--- src/design/bcsm_ram.sv ---
// Generic single-port-write, single-port-read RAM with registered read data.
// Standalone; no package dependencies.
module bcsm_ram #(
  parameter int unsigned WIDTH = 8,
  parameter int unsigned DEPTH = 64
) (
  input  logic                     clk_i,
  input  logic                     we_i,
  input  logic [$clog2(DEPTH)-1:0] waddr_i,
  input  logic [WIDTH-1:0]         wdata_i,
  input  logic                     re_i,
  input  logic [$clog2(DEPTH)-1:0] raddr_i,
  output logic [WIDTH-1:0]         rdata_o
);

  logic [WIDTH-1:0] mem [DEPTH];

  always_ff @(posedge clk_i) begin
    if (we_i) begin
      mem[waddr_i] <= wdata_i;
    end
    if (re_i) begin
      rdata_o <= mem[raddr_i];
    end
  end

endmodule

--- config.mk ---
export PLATFORM = sky130hd
export DESIGN_NAME = bcsm_ram
export DESIGN_NICKNAME = d
export VERILOG_FILES = /design/src/design/bcsm_ram.sv
export SDC_FILE = /design/constraint.sdc
export NUM_CORES = 1
export LEC_CHECK = 0
export BUFFER_PORTS_ARGS = -buffer_cell sky130_fd_sc_hd__buf_2
export CAP_MARGIN = 40
export CORE_ASPECT_RATIO = 1.25
export CORE_MARGIN = 2
export CORE_UTILIZATION = 26
export DETAILED_ROUTE_END_ITERATION = 8
export PLACE_DENSITY_LB_ADDON = 0.3
export SETUP_SLACK_MARGIN = 0.15
export SYNTH_ARGS = -nofsm -noshare
export SYNTH_HDL_FRONTEND = slang
export SYNTH_SLANG_ARGS = --single-unit
--- constraint.sdc ---
create_clock -name clk_i -period 6.25 [get_ports clk_i]
set_input_delay 0.9375 -clock clk_i [delete_from_list [all_inputs] [get_ports clk_i]]
set_output_delay 0.9375 -clock clk_i [all_outputs]
set_load 0.01 [all_outputs]
# Word level (Yosys, flattened, before mapping)

Memory sizes are Yosys's and may differ from the RTL's. A register that Yosys moved wholly into a read port is not among the register bits.
Index checks and enable logic that the tools add are counted.

Register bits after elaboration: 0
Memory bits (writable): 512
Input bits: 23
Memories: 1
Logic and storage cells: 3
Output and inout bits: 8

Memories:

| name | depth | width | read ports | clocked after memory_dff | wr ports | line | source |
|---|---|---|---|---|---|---|---|
| mem  | 64    | 8     | 1          | 1                        | 1        | 16   | `logic [WIDTH-1:0] mem [DEPTH];` |

Mux-type cells: 2

Operators with widths:

| cell             | number |
|---|---|
| 1-bit 2-to-1 mux | 2 |

# Logic depth before layout (Yosys ltp)

Gate-level depths: netlist (run 1).

Word-level depth: 2
Mapped depth: 9
Gate-level depth less buffers: 5

# Least setup slack after synthesis (run 1)

Ideal clock, no wire load.

Path kind: input to register
From: in raddr_i[1]
To: reg rdata_o[3] (read register of mem) (data pin)
Arrival: 2.477 ns
Setup time: 0.266 ns
Stages on the path: 7
Data required time: 5.984 ns
Buffers on the path: 3
Slack: 3.506 ns
Path through: buf_4 > buf_2 > buf_2 > mux4_2 > mux4_2 > o21ai_1 > o41ai_1

RTL lines:

| element     | line | source |
|---|---|---|
| from (decl) | 12   | `input logic [$clog2(DEPTH)-1:0] raddr_i,` |
| to (decl)   | 13   | `output logic [WIDTH-1:0] rdata_o` |

==> results_dict.tcl, run 1 <==
set metrics [dict create \
    cts_num_sinks 520 \
    ys_top_cells_by_area "edfxtp_1, mux4_2, nor2_1" \
    root_buffer "clkbuf_16" \
    internal-power_w 0.005541 \
    via_per_inst 4.530 \
    chipHeight_um 316.0 \
    worstPathArrival_ns 3.46 \
    clk-insertion-delay-late_ns 0.56 \
    preCtsSetupSlack_ns 2.403 \
    routabilityCongestion 0.7524 \
    yosysSeqAreaShare 0.7712 \
    fill_cells 7419 \
    antenna_found_initial 4 \
    cts_buffers 47 \
    drc 0 \
    synth_ff_type "edfxtp_1" \
    wirelength_mm 49.15 \
    hold_viol 0 \
    die-area_um2 80130 \
    critPathKind "input pin to register" \
    synth_area_leader_cell "edfxtp_1" \
    fin_area_um2 23330 \
    grt_max_degree 65 \
    slew_violations 0 \
    fin_crit_ns 3.157 \
    fmax_ghz 0.3168 \
    crit_path_max_fanout 47 \
    place_hpwl_mm 31.07 \
    io_pins 31 \
    wl_per_cell_um 23.33 \
    utilization 0.3023 \
    post_cts_buffers 0 \
    yosys_warnings 0 \
    ys_ff_latch 520 \
    end_kind "register" \
    post_cts_resize_count 0 \
    synth_area_um2 20250 \
    drive_gt1_frac 0.2702 \
    cts.clk_slew.worst_paths_ns 0.06 \
    p_clk_frac 0.394 \
    powerDensity_nw_per_um2 300.2 \
    drt_first_pass_iters 8 \
    start_util 0.2624 \
    swShare 0.2087 \
    synth_cell_type_count 39 \
    syn_inst 940 \
    place_area_um2 21880 \
    syn_to_final_growth_pct 15.21 \
    ant_nets 0 \
    clock_skew_ns 0.01501 \
    cts.path.max_buffers 3 \
    maxSlewHeadroom 0.3907 \
    comb_power_share 0.052 \
    fin_crit_sh 0.5051 \
    vias 9544 \
    tns_ns 0 \
    row_count 114 \
    worst_pin_slew_ns 0.9106 \
    yosysTopAreaCellShare 0.7712 \
    cp.required_ns 6.55 \
    netlist_top_cells_count "edfxtp_1, mux4_2, nor2_1" \
    cts_tree "built" \
    async_reset_ff_frac 0 \
    grt_pass1_wl_mm 71.17 \
    synth.most_common_cell "edfxtp_1" \
    drv_cap 0 \
    power_frac_seq 0.554 \
    die_x_um 253.6 \
    cts-hold-fix-buffers 0 \
    portBuffers 30 \
    rsz0062_at_grt "false" \
    final_nets 1051 \
    p_leak_nw 7.101 \
    synthesis.nets 963 \
    grt_pass1_vias 10014 \
    hp-class "input pin to register" \
    htreeDepth 2 \
    p_total_w 0.007002 \
    switchingPower_w 0.001461 \
    synth_edf_count 520 \
    syn-mean-instance-area_um2 21.54 \
    gr-total-overflow 0 \
    drtIter0Drc 822 \
    core_area_um2 77170 \
    setup_ws_ns 3.093 \
    run_status "finished, final reports clean" \
    ir_drop_mv 0.1745 \
    worstSetupStartpointType "input pin" \
    setup_viol 0 \
    groute.usage.overall 0.1227 \
]
## kinds of logic (layout without fill, tap and decap cells)
kind of cell / Yosys count / in the layout / share of synthesized area
flops: 520 / 520 / 0.7712
mux: 162 / 162 / 0.1588
simple gates: 153 / 153 / 0.03374
compound gates: 54 / 54 / 0.02064
buf+inv: 51 / 173 / 0.01563
other cells: 0 / 1 / 0
## cells in the final DEF, fill, tap and decap left out, types with 6 or more instances in the layout
cell type	count
a221oi_1	6
buf_2	29
buf_4	55
clkbuf_1	10
clkbuf_16	47
clkinv_1	16
edfxtp_1	520
mux2_2	13
mux2i_1	23
mux4_2	126
nand2_1	19
nand2b_1	7
nand3_1	13
nor2_1	83
nor2b_1	14
nor3_1	7
o221ai_1	8
o22ai_1	8
## critical path, stage by stage
cell and delay, ns:
clkbuf_8 0.44, buf_4 0.46, mux4_2 0.60, mux4_2 0.53, nor2_1 0.15, nor3_1 0.10, o2bb2ai_1 0.16
## layout make-up
type / count / area, um^2 / area share
sequential: 520 / 15620 / 0.6694
multi-input combinational: 369 / 4315 / 0.1850
tap: 1044 / 1306 / 0.05600
clock buffer: 57 / 1214 / 0.05203
timing repair buffer: 90 / 654.4 / 0.02805
clock inverter: 26 / 219.0 / 0.009387
antenna: 1 / 2.502 / 0.0001073
## power groups by stage
| stage | registers (W) | logic (W) | clock network, W |
|---|---|---|---|
| final | 0.00388 | 0.000365 | 0.00276 |
| after global routing | 0.00388 | 0.000391 | 0.00295 |
| after CTS | 0.00388 | 0.000375 | 0.00283 |
| after detailed placement | 0.00395 | 0.000375 | 0 |
| after global placement | 0.00395 | 0.000363 | 0 |
| after floorplan | 0.00395 | 0.000206 | 0 |
## metal layers
layer / global-route usage / up-vias / routed length, um / part of all wire
li1: - / 4101 / - / -
met1: 0.1550 / 5143 / 20350 / 0.41
met2: 0.2149 / 222 / 25110 / 0.51
met3: 0.01704 / 78 / 2077 / 0.042
met4: 0.04330 / 0 / 1617 / 0.033
met5: 0 / - / 0 / 0
## worst paths after layout
check / startpoint / end / slack [ns] / cells past startpoint
max reg2reg: mem[29][6]$_DFFE_PP_ / rdata_o[6]$_DFFE_PP_ / 4.01 / 6
min reg2reg: mem[30][4]$_DFFE_PP_ / rdata_o[4]$_DFFE_PP_ / 0.94 / 3
min: re_i / rdata_o[3]$_DFFE_PP_ / 0.76 / 1
max: raddr_i[0] / rdata_o[1]$_DFFE_PP_ / 3.09 / 7
## registers in the layout, summed over array words and instances (netlist names)
name	count
mem	512
rdata_o	8
## through the flow
| stage | cells | hold WS, ns |
|---|---|---|
| 2_1_floorplan | 940 | 0.7971 |
| 3_5_place_dp | 2021 | 0.9360 |
| 4_1_cts | 2104 | 0.7484 |
| 5_1_grt | 2106 | 0.7556 |
| 3_3_place_gp | 1980 | 0.9119 |
| 6_report | 2107 | 0.7645 |
No activity file was read; power rests on OpenSTA's default activity.
==> inputs of run 2 (changes only) <==
==> constraint.sdc (replaced) <==
create_clock -name clk_i -period 2.6 [get_ports clk_i]
set_input_delay 0.39 -clock clk_i [delete_from_list [all_inputs] [get_ports clk_i]]
set_output_delay 0.39 -clock clk_i [all_outputs]
set_load 0.01 [all_outputs]
==> run 2 against run 1 <==
Sequential cell count did not move. Sequential share of layout area fell by 2.3 points. Design area rose by 3.6%. Core utilization rose by 1.1 points. Register-to-register slack got worse by 3.8 ns. Sequential power rose by 140%. Clock skew rose by 0.0063 ns. Die area did not move. Highest routed layer is now met5.
==> results_dict.tcl, run 2 (same netlist as run 1, synthesis figures left out) <==
set metrics [dict create \
    run_status "finished, final reports clean" \
    chipHeight_um 316.0 \
    hold_viol 0 \
    worstSetupStartpointType "register" \
    setup_viol 0 \
    cp.required_ns 2.91 \
    root_buffer "clkbuf_16" \
    dpl.cell_count 2107 \
    cts_buffers 50 \
    min_to "rdata_o[4]$_DFFE_PP_" \
    comb_power_share 0.055 \
    maxSlewHeadroom 0.4457 \
    power_frac_seq 0.539 \
    rsz0062_at_grt "false" \
    timing.rr.start "mem[29][4]$_DFFE_PP_" \
    drc 0 \
    ir_drop_mv 0.4154 \
    die_x_um 253.6 \
    drv_cap 0 \
    post_cts_resize_count 0 \
    syn_to_final_growth_pct 19.39 \
    utilization 0.3132 \
    slowest_delay_ns 0.48 \
    r2r_cells 6 \
    grt_max_degree 42 \
    drt_first_pass_iters 5 \
    p_clk_frac 0.405 \
    gr-total-overflow 0 \
    fin_crit_sh 0.9096 \
    wirelength_mm 50.41 \
    largest_registers "mem: 512 flops, rdata_o: 8 flops" \
    antenna_found_initial 10 \
    grt_pass1_vias 10434 \
    drtIter0Drc 888 \
    stdcell_count 2199 \
    routabilityCongestion 0.7554 \
    final_common_cell "edfxtp_1" \
    groute.usage.overall 0.1281 \
    drive_gt1_frac 0.3261 \
    mostFrequentLayoutCells "edfxtp_1, buf_4, mux4_2" \
    clk-insertion-delay-late_ns 0.60 \
    vias 9852 \
    worst_pin_slew_ns 0.8315 \
    cp_num_buf_inv 1 \
    swShare 0.2093 \
    grtUsageMet3 0.02478 \
    post_cts_buffers 0 \
    crit_path_max_fanout 1 \
    tns_ns 0 \
    place_hpwl_mm 33.62 \
    switchingPower_w 0.003618 \
    fmax_ghz 0.4228 \
    start_util 0.2624 \
    htreeDepth 2 \
    critical_path.top_delay_family "multiplexers" \
    slew_violations 0 \
    powerDensity_nw_per_um2 715.2 \
    cts-hold-fix-buffers 0 \
    min-delay-start "re_i" \
    wl_per_cell_um 22.92 \
    cts_num_sinks 520 \
    cts.clk_slew.worst_paths_ns 0.06 \
    min_path_cells 1 \
    setup_ws_ns 0.2350 \
    end_kind "register" \
    worstPathArrival_ns 2.68 \
    largest_register_ffs 512 \
    top_register "mem" \
    regToRegEndpoint "rdata_o[4]$_DFFE_PP_" \
    cp_slowest_cell "mux4_2" \
    final_nets 1138 \
    critPathKind "register to register" \
    grt_busiest_layer "met2" \
    internal-power_w 0.01367 \
    cts_tree "built" \
    cts.path.max_buffers 3 \
    path_cells "mux4_2 -> mux2_2 -> o221a_2 -> nor3_1 -> buf_4 -> o32ai_1" \
    core_area_um2 77170 \
    row_count 114 \
    preCtsSetupSlack_ns -0.1806 \
    ant_nets 0 \
    via_per_inst 4.480 \
    hp-class "input pin to register" \
    p_leak_nw 7.621 \
    fin_crit_ns 2.365 \
    grt_pass1_wl_mm 73.56 \
    portBuffers 30 \
    p_total_w 0.01729 \
    io_pins 31 \
    die-area_um2 80130 \
    reg2reg_slack_ns 0.23 \
    clock_skew_ns 0.02136 \
    met1_usage 0.1583 \
    use_met2 0.2237 \
]
run 2: changes by cell type in the layout (fill, tap and decap cells not counted), sizes merged:
cell	previous run	this run
buf	89	173
diode	1	2
clkbuf	58	63
inv	1	0
clkinvlp	2	1
clkinv	19	23
run 2: worst reg2reg max path: cells and delay by family (launching register included):
kind	cells	cell delay (ns)
DFF	1	0.36
buffers and inverters	1	0.20
and+or+nand+nor	1	0.40
muxes	2	0.76
AOI/OAI and AO/OA	2	0.37
run 2: stage by stage:
step / hold slack (ns) / instance area [um^2]
finish: 0.1988 / 24170
global route: 0.1787 / 24170
CTS: 0.1625 / 24170
detailed placement: 0.7842 / 22610
global placement: 0.7869 / 22610
floorplan: 0.4889 / 20250
run 2: worst max path at each step:
stage	start	end	slack, ns	cells after the start
2_1_floorplan	raddr_i[1]	rdata_o[3]$_DFFE_PP_	0.40	7
3_3_place_gp	raddr_i[0]	rdata_o[4]$_DFFE_PP_	-0.12	7
3_5_place_dp	raddr_i[0]	rdata_o[5]$_DFFE_PP_	-0.18	7
4_1_cts	mem[29][4]$_DFFE_PP_	rdata_o[4]$_DFFE_PP_	0.21	6
5_1_grt	mem[29][4]$_DFFE_PP_	rdata_o[4]$_DFFE_PP_	0.16	6
6_report	mem[29][4]$_DFFE_PP_	rdata_o[4]$_DFFE_PP_	0.23	6
run 2: power groups by stage:
| stage | combinational [W] | clock (W) | sequential, W |
|---|---|---|---|
| floorplan | 0.000495 | 0 | 0.00949 |
| global placement | 0.000974 | 0 | 0.00950 |
| detailed placement | 0.000985 | 0 | 0.00950 |
| CTS | 0.000987 | 0.00721 | 0.00932 |
| global route | 0.00103 | 0.00750 | 0.00933 |
| finish | 0.000958 | 0.00701 | 0.00932 |
run 2: per-layer routing:
metal	routed length, um	share of wire	vias up
met2	25970	0.52	222
met4	1534	0.030	6
li1	-	-	4298
met5	34	0.00067	-
met1	20290	0.40	5240
met3	2571	0.051	86
run 2: layout make-up:
| class | count | area (um^2) |
|---|---|---|
| Antenna cell | 2 | 5.005 |
| Clock buffer | 62 | 1318 |
| Clock inverter | 28 | 242.7 |
| Fill cell | 7407 | 52990 |
| Multi-Input combinational cell | 369 | 4315 |
| Sequential cell | 520 | 15620 |
| Tap cell | 1044 | 1306 |
| Timing Repair Buffer | 174 | 1370 |
